### src/hw/rtl/least_squares_scale_offset_fit_assert.svh
// Assertion macros for the least-squares fit block.
// Included by the top level; expects clk and rst in scope.
`ifndef LEAST_SQUARES_SCALE_OFFSET_FIT_ASSERT_SVH
`define LEAST_SQUARES_SCALE_OFFSET_FIT_ASSERT_SVH

// same-cycle implication
`define LSSOF_ASSERT_IMP(lbl, ante, cons, msg) \
  lbl: assert property (@(posedge clk) disable iff (rst) (ante) |-> (cons)) else $error(msg);

// next-cycle implication
`define LSSOF_ASSERT_NXT(lbl, ante, cons, msg) \
  lbl: assert property (@(posedge clk) disable iff (rst) (ante) |=> (cons)) else $error(msg);

`endif

### src/hw/rtl/lssof_pkg.sv
// Shared types, constants and helpers for the least-squares fit block.
// No dependencies.
`timescale 1ns / 1ps
package lssof_pkg;

  localparam int MAX_PAIRS = 65536;
  localparam int CNT_W     = 17;
  localparam int MUL_STEPS = 33;
  localparam int DIV_STEPS = 81;
  localparam int STEP_W    = 7;

  localparam logic [31:0] SCALE_ONE = 32'h0001_0000;
  localparam logic [31:0] SAT_POS   = 32'h7FFF_FFFF;
  localparam logic [31:0] SAT_NEG   = 32'h8000_0000;

  typedef enum logic [3:0] {
    ST_IDLE, ST_MLOAD, ST_MSTEP, ST_MSAVE, ST_CHECK,
    ST_DLOAD, ST_DSTEP, ST_DSAVE, ST_OUT
  } ctl_state_t;

  typedef enum logic [3:0] {
    DP_NOP, DP_MUL_LOAD, DP_MUL_STEP, DP_SAVE_TMP, DP_SAVE_NUM, DP_SAVE_DEN,
    DP_SAVE_BN, DP_A_ONE, DP_DIV_LOAD, DP_DIV_STEP, DP_SAVE_A, DP_SAVE_B, DP_OUT
  } dp_op_t;

  // multiply phase: which product is formed
  typedef enum logic [2:0] {
    SEL_NXY, SEL_XY, SEL_NXX, SEL_XX, SEL_AX
  } opnd_sel_t;

  typedef struct packed {
    dp_op_t    op;
    opnd_sel_t sel;
    logic      msb;
  } dp_cmd_t;

  typedef struct packed {
    logic den_zero;
    logic out_free;
  } dp_stat_t;

  function automatic logic [31:0] sat32(input logic neg, input logic big,
                                        input logic [32:0] q);
    logic [31:0] r;
    if (big || q[32] || q[31]) begin
      r = neg ? SAT_NEG : SAT_POS;
    end else if (neg) begin
      r = ~q[31:0] + 32'd1;
    end else begin
      r = q[31:0];
    end
    return r;
  endfunction

endpackage

### src/hw/rtl/lssof_if.sv
// Request channels for the least-squares fit block: sample pairs in, fits out.
// No dependencies.
`timescale 1ns / 1ps
interface lssof_pair_if;
  logic               valid;
  logic               ready;
  logic signed [15:0] estimated_value;
  logic signed [15:0] target_value;
  logic               last_pair;
  modport source (output valid, estimated_value, target_value, last_pair, input ready);
  modport sink (input valid, estimated_value, target_value, last_pair, output ready);
endinterface

interface lssof_fit_if;
  logic               valid;
  logic               ready;
  logic signed [31:0] scale_factor;
  logic signed [31:0] offset_term;
  logic               degenerate;
  logic [16:0]        pair_count;
  modport source (output valid, scale_factor, offset_term, degenerate, pair_count,
                  input ready);
  modport sink (input valid, scale_factor, offset_term, degenerate, pair_count,
                output ready);
endinterface

### src/hw/rtl/lssof_ctrl.sv
// Sequencer for the fit: five serial multiplies, up to two serial divides, output.
// Depends on lssof_pkg.
`timescale 1ns / 1ps
module lssof_ctrl import lssof_pkg::*; (
  input  logic     clk,
  input  logic     rst,
  input  logic     start,
  input  dp_stat_t stat,
  output dp_cmd_t  cmd,
  output logic     idle
);

  ctl_state_t        state, state_next;
  opnd_sel_t         phase, phase_next;
  logic [STEP_W-1:0] step, step_next;

  always_ff @(posedge clk) begin
    if (rst) begin
      state <= ST_IDLE;
      phase <= SEL_NXY;
      step  <= '0;
    end else begin
      state <= state_next;
      phase <= phase_next;
      step  <= step_next;
    end
  end

  always_comb begin
    state_next = state;
    phase_next = phase;
    step_next  = step;
    cmd        = '{op: DP_NOP, sel: phase, msb: 1'b0};
    idle       = (state == ST_IDLE);
    case (state)
      ST_IDLE: begin
        if (start) begin
          state_next = ST_MLOAD;
          phase_next = SEL_NXY;
        end
      end
      ST_MLOAD: begin
        cmd.op     = DP_MUL_LOAD;
        step_next  = '0;
        state_next = ST_MSTEP;
      end
      ST_MSTEP: begin
        cmd.op  = DP_MUL_STEP;
        cmd.msb = (step == STEP_W'(MUL_STEPS - 1));
        if (cmd.msb) begin
          state_next = ST_MSAVE;
        end else begin
          step_next = step + STEP_W'(1);
        end
      end
      ST_MSAVE: begin
        case (phase)
          SEL_NXY: begin
            cmd.op = DP_SAVE_TMP; phase_next = SEL_XY; state_next = ST_MLOAD;
          end
          SEL_XY: begin
            cmd.op = DP_SAVE_NUM; phase_next = SEL_NXX; state_next = ST_MLOAD;
          end
          SEL_NXX: begin
            cmd.op = DP_SAVE_TMP; phase_next = SEL_XX; state_next = ST_MLOAD;
          end
          SEL_XX: begin
            cmd.op = DP_SAVE_DEN; state_next = ST_CHECK;
          end
          SEL_AX: begin
            cmd.op = DP_SAVE_BN; state_next = ST_DLOAD;
          end
          default: state_next = ST_IDLE;
        endcase
      end
      ST_CHECK: begin
        if (stat.den_zero) begin
          cmd.op     = DP_A_ONE;
          phase_next = SEL_AX;
          state_next = ST_MLOAD;
        end else begin
          state_next = ST_DLOAD;
        end
      end
      ST_DLOAD: begin
        cmd.op     = DP_DIV_LOAD;
        step_next  = '0;
        state_next = ST_DSTEP;
      end
      ST_DSTEP: begin
        cmd.op = DP_DIV_STEP;
        if (step == STEP_W'(DIV_STEPS - 1)) begin
          state_next = ST_DSAVE;
        end else begin
          step_next = step + STEP_W'(1);
        end
      end
      ST_DSAVE: begin
        if (phase == SEL_AX) begin
          cmd.op     = DP_SAVE_B;
          state_next = ST_OUT;
        end else begin
          cmd.op     = DP_SAVE_A;
          phase_next = SEL_AX;
          state_next = ST_MLOAD;
        end
      end
      ST_OUT: begin
        if (stat.out_free) begin
          cmd.op     = DP_OUT;
          state_next = ST_IDLE;
        end
      end
      default: state_next = ST_IDLE;
    endcase
  end

endmodule

### src/hw/rtl/lssof_dp.sv
// Datapath: running sums, shift-add multiplier, restoring divider, result register.
// Depends on lssof_pkg.
`timescale 1ns / 1ps
module lssof_dp import lssof_pkg::*; (
  input  logic               clk,
  input  logic               rst,
  input  logic               accept,
  input  logic signed [15:0] x,
  input  logic signed [15:0] y,
  input  dp_cmd_t            cmd,
  output dp_stat_t           stat,
  output logic               out_valid,
  input  logic               out_ready,
  output logic signed [31:0] out_scale,
  output logic signed [31:0] out_offset,
  output logic               out_degen,
  output logic [CNT_W-1:0]   out_count
);

  logic [CNT_W-1:0] cnt;
  logic [32:0]      sx, sy;
  logic [46:0]      sxx;
  logic [47:0]      sxy;

  logic [63:0] m_a, prod, tmp, num, den;
  logic [32:0] m_b;

  logic [80:0] dvd;
  logic [64:0] dvs;
  logic [63:0] rem;
  logic [32:0] quot;
  logic        big, qneg;

  logic [31:0] a_reg, b_reg;
  logic        degen;

  logic signed [31:0] xx, xy;
  logic [64:0]        r_sh, r_sub;
  logic               ge;
  logic [63:0]        src, mag;

  assign xx = x * x;
  assign xy = x * y;

  assign r_sh  = {rem, dvd[80]};
  assign ge    = (r_sh >= dvs);
  assign r_sub = r_sh - dvs;

  assign src = (cmd.sel == SEL_AX) ? tmp : num;
  assign mag = src[63] ? (~src + 64'd1) : src;

  assign stat.den_zero = (den == '0);
  assign stat.out_free = !out_valid || out_ready;

  // running sums; a full set drops further pairs
  always_ff @(posedge clk) begin
    if (rst || cmd.op == DP_OUT) begin
      cnt <= '0;
      sx  <= '0;
      sy  <= '0;
      sxx <= '0;
      sxy <= '0;
    end else if (accept && cnt != CNT_W'(MAX_PAIRS)) begin
      cnt <= cnt + CNT_W'(1);
      sx  <= sx + {{17{x[15]}}, x};
      sy  <= sy + {{17{y[15]}}, y};
      sxx <= sxx + {15'b0, xx};
      sxy <= sxy + {{16{xy[31]}}, xy};
    end
  end

  always_ff @(posedge clk) begin
    case (cmd.op)
      DP_MUL_LOAD: begin
        prod <= '0;
        case (cmd.sel)
          SEL_NXY: begin m_a <= {{16{sxy[47]}}, sxy}; m_b <= {16'b0, cnt}; end
          SEL_XY:  begin m_a <= {{31{sx[32]}}, sx};   m_b <= sy;           end
          SEL_NXX: begin m_a <= {17'b0, sxx};         m_b <= {16'b0, cnt}; end
          SEL_XX:  begin m_a <= {{31{sx[32]}}, sx};   m_b <= sx;           end
          default: begin m_a <= {{31{sx[32]}}, sx};   m_b <= {a_reg[31], a_reg}; end
        endcase
      end
      DP_MUL_STEP: begin
        // top multiplier bit carries negative weight
        if (m_b[0]) begin
          prod <= cmd.msb ? (prod - m_a) : (prod + m_a);
        end
        m_a <= m_a << 1;
        m_b <= m_b >> 1;
      end
      DP_SAVE_TMP: tmp <= prod;
      DP_SAVE_NUM: num <= tmp - prod;
      DP_SAVE_DEN: den <= tmp - prod;
      DP_SAVE_BN:  tmp <= {{15{sy[32]}}, sy, 16'b0} - prod;
      DP_A_ONE: begin
        a_reg <= SCALE_ONE;
        degen <= 1'b1;
      end
      DP_DIV_LOAD: begin
        qneg <= src[63];
        rem  <= '0;
        quot <= '0;
        big  <= 1'b0;
        if (cmd.sel == SEL_AX) begin
          dvd <= {17'b0, mag} + {53'b0, cnt, 11'b0};
          dvs <= {36'b0, cnt, 12'b0};
        end else begin
          // round(num * 2^16 / den) = floor((num * 2^17 + den) / (2 * den))
          dvd <= {mag, 17'b0} + {17'b0, den};
          dvs <= {den, 1'b0};
        end
      end
      DP_DIV_STEP: begin
        dvd  <= dvd << 1;
        rem  <= ge ? r_sub[63:0] : r_sh[63:0];
        quot <= {quot[31:0], ge};
        big  <= big | quot[32];
      end
      DP_SAVE_A: begin
        a_reg <= sat32(qneg, big, quot);
        degen <= 1'b0;
      end
      DP_SAVE_B: b_reg <= sat32(qneg, big, quot);
      default: ;
    endcase
  end

  always_ff @(posedge clk) begin
    if (rst) begin
      out_valid <= 1'b0;
    end else if (cmd.op == DP_OUT) begin
      out_valid <= 1'b1;
    end else if (out_ready) begin
      out_valid <= 1'b0;
    end
  end

  always_ff @(posedge clk) begin
    if (cmd.op == DP_OUT) begin
      out_scale  <= a_reg;
      out_offset <= b_reg;
      out_degen  <= degen;
      out_count  <= cnt;
    end
  end

endmodule

### src/hw/rtl/least_squares_scale_offset_fit.sv
// A pair without the last mark is taken while the block is idle, one pair per cycle.
// A last pair starts the fit: five 33-step shift-add multiplies and two 81-step
// restoring divides, or only one divide when the x variance is zero; no pair is
// taken until the fit has been handed to the result register.
// The result register holds one fit while the next set accumulates.
// Synchronous reset clears the sums, the sequencer and the result valid.
`timescale 1ns / 1ps
module least_squares_scale_offset_fit import lssof_pkg::*; (
  input  logic        clk,
  input  logic        rst,
  lssof_pair_if.sink  pair_in,
  lssof_fit_if.source fit_out
);

  dp_cmd_t  cmd;
  dp_stat_t stat;
  logic     idle;
  logic     accept;

  assign pair_in.ready = idle;
  assign accept        = pair_in.valid && idle;

  lssof_ctrl u_ctrl (
    .clk   (clk),
    .rst   (rst),
    .start (accept && pair_in.last_pair),
    .stat  (stat),
    .cmd   (cmd),
    .idle  (idle)
  );

  lssof_dp u_dp (
    .clk        (clk),
    .rst        (rst),
    .accept     (accept),
    .x          (pair_in.estimated_value),
    .y          (pair_in.target_value),
    .cmd        (cmd),
    .stat       (stat),
    .out_valid  (fit_out.valid),
    .out_ready  (fit_out.ready),
    .out_scale  (fit_out.scale_factor),
    .out_offset (fit_out.offset_term),
    .out_degen  (fit_out.degenerate),
    .out_count  (fit_out.pair_count)
  );

`include "least_squares_scale_offset_fit_assert.svh"

  `LSSOF_ASSERT_NXT(a_busy_after_last, accept && pair_in.last_pair, !pair_in.ready, "pair taken during fit")
  `LSSOF_ASSERT_IMP(a_count_nonzero, fit_out.valid, fit_out.pair_count != '0, "empty set fitted")
  `LSSOF_ASSERT_IMP(a_degen_scale, fit_out.valid && fit_out.degenerate, fit_out.scale_factor == SCALE_ONE, "degenerate scale not one")

endmodule
### src/flat_wrapper.sv
// flat-port wrapper written by rule: the top's interface ports become plain ports
module least_squares_scale_offset_fit_flat import lssof_pkg::*;
  (clk, rst, pair_in_valid, pair_in_estimated_value, pair_in_target_value, pair_in_last_pair, pair_in_ready, fit_out_valid, fit_out_scale_factor, fit_out_offset_term, fit_out_degenerate, fit_out_pair_count, fit_out_ready);
  lssof_pair_if pair_in_i ();
  lssof_fit_if fit_out_i ();
  input  logic clk;
  input  logic rst;
  input wire logic [$bits(pair_in_i.valid)-1:0] pair_in_valid;
  input wire logic [$bits(pair_in_i.estimated_value)-1:0] pair_in_estimated_value;
  input wire logic [$bits(pair_in_i.target_value)-1:0] pair_in_target_value;
  input wire logic [$bits(pair_in_i.last_pair)-1:0] pair_in_last_pair;
  output wire logic [$bits(pair_in_i.ready)-1:0] pair_in_ready;
  output wire logic [$bits(fit_out_i.valid)-1:0] fit_out_valid;
  output wire logic [$bits(fit_out_i.scale_factor)-1:0] fit_out_scale_factor;
  output wire logic [$bits(fit_out_i.offset_term)-1:0] fit_out_offset_term;
  output wire logic [$bits(fit_out_i.degenerate)-1:0] fit_out_degenerate;
  output wire logic [$bits(fit_out_i.pair_count)-1:0] fit_out_pair_count;
  input wire logic [$bits(fit_out_i.ready)-1:0] fit_out_ready;
  assign pair_in_i.valid = pair_in_valid;
  assign pair_in_i.estimated_value = pair_in_estimated_value;
  assign pair_in_i.target_value = pair_in_target_value;
  assign pair_in_i.last_pair = pair_in_last_pair;
  assign pair_in_ready = pair_in_i.ready;
  assign fit_out_valid = fit_out_i.valid;
  assign fit_out_scale_factor = fit_out_i.scale_factor;
  assign fit_out_offset_term = fit_out_i.offset_term;
  assign fit_out_degenerate = fit_out_i.degenerate;
  assign fit_out_pair_count = fit_out_i.pair_count;
  assign fit_out_i.ready = fit_out_ready;
  least_squares_scale_offset_fit u_core (.clk(clk), .rst(rst), .pair_in(pair_in_i), .fit_out(fit_out_i));
endmodule
### config.mk
export PLATFORM = sky130hd
export DESIGN_NAME = least_squares_scale_offset_fit_flat
export DESIGN_NICKNAME = d
export VERILOG_FILES = /design/src/hw/rtl/lssof_pkg.sv /design/src/hw/rtl/lssof_if.sv /design/src/hw/rtl/lssof_ctrl.sv /design/src/hw/rtl/lssof_dp.sv /design/src/hw/rtl/least_squares_scale_offset_fit.sv /design/src/flat_wrapper.sv
export VERILOG_INCLUDE_DIRS = /design/src /design/src/hw/rtl
export SDC_FILE = /design/constraint.sdc
export NUM_CORES = 2
export LEC_CHECK = 0
export BUFFER_PORTS_ARGS = -buffer_cell sky130_fd_sc_hd__buf_2
export CORE_MARGIN = 1
export CORE_UTILIZATION = 40
export CTS_BUF_LIST = sky130_fd_sc_hd__clkbuf_4 sky130_fd_sc_hd__clkbuf_8
export CTS_CLUSTER_SIZE = 14
export DETAILED_ROUTE_END_ITERATION = 10
export HOLD_SLACK_MARGIN = 0.12
export MAX_ROUTING_LAYER = met4
export PLACE_DENSITY = 0.55
export SYNTH_ARGS = -nofsm -noshare
export SYNTH_HDL_FRONTEND = slang
export SYNTH_SLANG_ARGS = --single-unit
### constraint.sdc
create_clock -name clk -period 11.75 [get_ports clk]
set_input_delay 0.5875 -clock clk [delete_from_list [all_inputs] [get_ports clk]]
set_output_delay 0.5875 -clock clk [all_outputs]
set_load 0.05 [all_outputs]
* Yosys cells after proc, flatten, opt, wreduce, memory -nomap -nowiden *
Index checks and enable logic that the tools add are counted.
Widths: inputs -> output; s select.

cells by class
  reductions and logical operators = 25
  equality and inequality tests = 37
  bitwise operators = 3
  magnitude comparators = 1
  mux-type cells = 46
  multiply operators = 2
  divide/modulo/power cells = 0
  add/sub/neg operators = 15
  shift-type cells = 0

operators with widths
  kind                   count
  $pmux 64 s2            5
  $mux 64                5
  $sub 64x64->64         4
  $pmux 81 s2            1
  $pmux 33 s2            2
  $pmux 33 s3            1
  $mux 32                3
  $add 81x64->81         1
  $mux 81                1
  $add 33x33->33         2
  $add 64x28->65         1
  $ge 65x65->1           1
  $add 64x1->64 const B  1
  $add 64x64->64         1
  $logic_not 64->1       1
  $mul 16x16->32         2
  $not 64->64            1
  $pmux 32 s2            1
  $add 48x48->48         1
  $add 47x32->47         1
  $pmux 4 s9             1
  $add 32x1->32 const B  1
  $eq 4x3->1 const B     8
  $not 32->32            1
  39 further kinds       82

word-level totals
  memory bits (writable) = 0
  output and inout port bits = 84
  logic and storage cells = 158
  latch bits = 0
  memories = 0
  input bits = 37
  bits in read-only memories = 0
  bits in registers = 938

* Logic depth before layout (Yosys ltp) *
  depth in word-level cells = 8
  gate-level depth with buffers = 38

* Hierarchy *
A second synthesis with hierarchy kept.

second synthesis, totals
  cells, all modules = 9345
  area, all modules = 84881.4 um^2

modules (own cells, without submodules)
  module                          times used  cells each  sequential area each (um^2)  area an instance (um^2)
  lssof_dp                        1           9213        25924.9                      83893.0
  lssof_ctrl                      1           130         280.3                        975.9
  least_squares_scale_offset_fit  1           2           0.0                          12.5

* Worst setup path before layout *
No wires, ideal clock.

  kind = flip-flop to flip-flop
  from = reg u_core.u_ctrl.state[0]
  to = reg u_core.u_dp.big, enable pin
  cell stages (with the launch flop) = 4
  clock period less this slack = 10.222 ns
  setup time = 0.780 ns
  data required time = 10.970 ns
  data arrival time = 9.443 ns
  path slack = 1.528 ns
  path buffers = 1
  cell sequence = dfxtp_1 -> clkbuf_1 -> nand2_1 -> a21oi_1

between the ends
  word-level cells in the longest chain between the ends = 4

RTL lines
  element                             line              RTL
  start: declaration                  lssof_ctrl.sv:13  ctl_state_t state, state_next;
  start signal: assignment            lssof_ctrl.sv:23  state <= state_next;
  $eq 4x4->1 (tied with other cells)  lssof_ctrl.sv:35  case (state)
  $pmux 4 s8 *                        lssof_ctrl.sv:35
  $eq 4x4->1                          lssof_dp.sv:73    case (cmd.op)
  $reduce_bool 2->1 (no line) *       -
  end signal: assignment              lssof_dp.sv:118   big <= big | quot[32];
  end: declaration                    lssof_dp.sv:32    logic big, qneg;

Mark *: on every way between the ends. The rest lies on a longest branch, timed or not.
A chain may end at the register's enable or synchronous reset.

* Worst setup path after layout *
  from = in pair_in_estimated_value[5]
  to = reg u_core.u_dp.sxy[47]

between the ends
  word-level cells in the longest chain between the ends = 2

RTL lines
  element                 line               RTL
  start: declaration      flat_wrapper.sv:9  input wire logic [$bits(pair_in_i.estimated_value)-1:0] pair_in_estimated_value;
  $mul 16x16->32          lssof_dp.sv:43     assign xy = x * y;
  $add 48x48->48          lssof_dp.sv:68     sxy <= sxy + {{16{xy[31]}}, xy};
  end signal: assignment  lssof_dp.sv:68
  end: declaration        lssof_dp.sv:23     logic [47:0] sxy;

Every way passes these cells.

==> impl_metrics.csv <==
group,metric,value,unit
run_status,status,"finished clean",
synth,synth_top_area_share,26.4,%
setup_path,crit_type,"in2reg",
sta,fin_crit,9.27,ns
sta,finalSetupTns,0,ns
sta,slew_headroom,17.8,%
die,die-width,462,um
synth,synth_edf_count,744,
sta,setup_violations,0,
setup_path,reg2reg_depth,22,
setup_path,r2r_start,"u_core.u_ctrl.phase[0]$_SDFFE_PP0P_",
setup_path,critPathArrivalTime,10.17,ns
clock_network,clock-root-buffer,"clkbuf_8",
job,cap_violations,0,
sta,drv_slew,0,
setup_path,required,12.66,ns
place,io_buffers,120,
clock_network,cts_sinks,937,
setup_path,r2r_slack,3.96,ns
clock_network,cts_tree,"done",
synth,yosysUniqueCellTypes,105,
sta,worstMarginPinSlew,1.23,ns
layout,layout.nets,10554,
die,pin_count,121,
setup_path,critPathLaunchType,"primary input",
drt,drt-pass1-iter-count,6,
setup_path,slowest_delay,0.65,ns
synth,yosys.area.top_type,"edfxtp_1",
setup_path,cp-startpoint,"pair_in_estimated_value[5]",
die,core,210000,um2
drt,drt_iter0_drc,4822,
setup_path,cpMaxStageDelayCell,"buf_2",
global_route,grt_remaining_overflow,0,
sta,hold_viol_final,0,
setup_path,reg2reg_to,"u_core.u_dp.dvd[79]$_DFFE_PP_",
sta,fmax,108,MHz
synth,syn_nets,10505,
die,die_h,462,um
layout,top_register,"u_core.u_dp.dvd",
drt,postRouteAntennaNets,0,
synth,synth_commonest_cells,"1057 x nand2_1, 914 x inv_1, 744 x edfxtp_1",
clock_network,clock_tree.buffer_depth,3,
die,initial_core_util,40.3,%
clock_network,cts_buffers,179,
layout,drive_gt1_share,6.83,%
global_route,grt_start_max_net_pins,142,
sta,finClkSkew,0.0603,ns
global_route,grt_pass1_wl,400,mm
synth,synth_flop_cell,"edfxtp_1",
synth,avgSynthCellArea,9.07,um2
synth,synthCells,9338,
layout,fill_cells,20478,
synth,synth_warnings,0,
die,rows,168,
synth,synth_area,84700,um2
sta,rsz0062_at_grt,"false",
layout,fin_util,44.0,%
worst_hold_path,hold_path.class,"in2reg",
clock_network,path_clk_slew,0.06,ns
synth,synthTopCellsByArea,"edfxtp_1 26%, fa_1 12%, ha_1 9.2%",
synth,ys_ff_latch,937,
drt,avgRoutedWirePerCell,20.8,um
drt,vias_per_cell,5.53,
layout,area_growth,9.18,%
drt,drc,0,
clock_network,ctsHtreeMaxLevel,4,
synth,yosysMostFrequentCell,"nand2_1",
global_route,gr-usage-all-layers,24.8,%
die,die_area,213000,um2
drt,route.vias.total,68330,
synth,ys_seq_area_share,31.0,%
synth,async_flop_share,0,%
layout,largest_reg_flops,81,
drt,detail_route.wirelength,257,mm
sta,period_share,78.9,%
place,dp_hpwl,199,mm
clock_network,clock_latency,0.98,ns
global_route,grt_antenna_before_repair,6,
setup_path,end_kind,"register",
layout,multiInputGateArea,53800,um2
setup_path,cp_max_fo,36,
setup_path,crit_end,"u_core.u_dp.sxy[47]$_SDFFE_PP0P_",
setup_path,crit_path_frequent_cell,"fa_1",
global_route,grt_pass1_vias,68584,
layout,regArea,26200,um2
place,place_congestion,0.959,
-- metal layers --
| layer | up-vias | GRT usage [%] | share of wire (%) |
|---|---|---|---|
| met3 | 428 | 2.78 | 4.6 |
| met5 | - | - | 0 |
| li1 | 32762 | - | - |
| met2 | 1763 | 40.5 | 47 |
| met1 | 33377 | 31.6 | 44 |
| met4 | 0 | 9.19 | 4.1 |
-- critical path: cells and delay by family --
family,cells,cell delay [ns]
buffers and inverters,6,1.16
AO/OA/AOI/OAI,10,3.04
adder cells (fa/ha/maj),8,3.45
AND/OR/NAND/NOR,9,1.91
-- logic make-up after synthesis --
| group | after synthesis | synth area share (%) |
|---|---|---|
| mux | 166 | 2.00 |
| simple gates | 2962 | 16.8 |
| flops | 937 | 31.0 |
| fa+ha+maj | 1130 | 21.2 |
| compound gates | 2216 | 16.6 |
| xor+xnor | 650 | 6.74 |
| buf+inv | 1277 | 5.72 |
-- how the worst min path moves through the flow --
| stage | from | to | slack (ns) | cells after the start |
|---|---|---|---|---|
| 2_1_floorplan | u_core.u_dp.degen$_DFFE_PP_ | u_core.u_dp.out_degen$_DFFE_PP_ | 0.40 | 0 |
| 3_3_place_gp | u_core.u_dp.b_reg[6]$_DFFE_PN_ | u_core.u_dp.out_offset[6]$_DFFE_PP_ | 0.41 | 0 |
| 3_5_place_dp | u_core.u_dp.degen$_DFFE_PP_ | u_core.u_dp.out_degen$_DFFE_PP_ | 0.40 | 0 |
| 4_1_cts | pair_in_valid | u_core.u_ctrl.state[0]$_SDFFE_PP0P_ | 0.15 | 4 |
| 5_1_grt | pair_in_valid | u_core.u_ctrl.state[0]$_SDFFE_PP0P_ | 0.20 | 4 |
| 6_report | pair_in_valid | u_core.u_ctrl.state[0]$_SDFFE_PP0P_ | 0.20 | 4 |
-- stage by stage --
step,hold WS [ns],cells,cell area (um2),setup slack [ns]
2_1_floorplan,0.400,9338,84700,1.53
3_3_place_gp,0.407,12008,88400,1.57
3_5_place_dp,0.405,12008,88400,1.50
4_1_cts,0.146,12346,92400,2.55
5_1_grt,0.195,12352,92400,1.83
6_report,0.195,12354,92400,2.48
-- cells in the final DEF (no fill, tap or decap), types with 141 or more instances in the layout --
cell / netlist / final
a21o_1: 309 / 309
a21oi_1: 684 / 683
and2_1: 294 / 294
clkbuf_8: 0 / 190
dfxtp_1: 193 / 190
edfxtp_1: 744 / 744
fa_1: 510 / 510
ha_1: 620 / 620
inv_1: 914 / 913
mux2i_1: 142 / 141
nand2_1: 1057 / 1055
nand3_1: 168 / 167
nor2_1: 651 / 646
nor3_1: 154 / 152
o21ai_0: 470 / 470
xnor2_1: 402 / 402
xor2_1: 246 / 246
-- cell type report --
| class | instances | area share (%) |
|---|---|---|
| Antenna cell | 8 | 0.0217 |
| Tap cell | 2805 | 3.80 |
| Clock inverter | 98 | 1.13 |
| Inverter | 916 | 3.72 |
| Multi-Input combinational cell | 7124 | 58.2 |
| Sequential cell | 937 | 28.4 |
| Timing Repair Buffer | 229 | 1.57 |
| Clock buffer | 237 | 3.21 |
-- what timing repair did --
item / 4_1_cts / 5_1_grt
hold buffers: 3 / 0
resized for setup: 0 / 0
endpoints found under the hold margin: 8 / 0
buffers inserted: 0 / 0
Power is not shown: default switching activity piles up to over one toggle a cycle in this logic, so the estimate is an artifact.
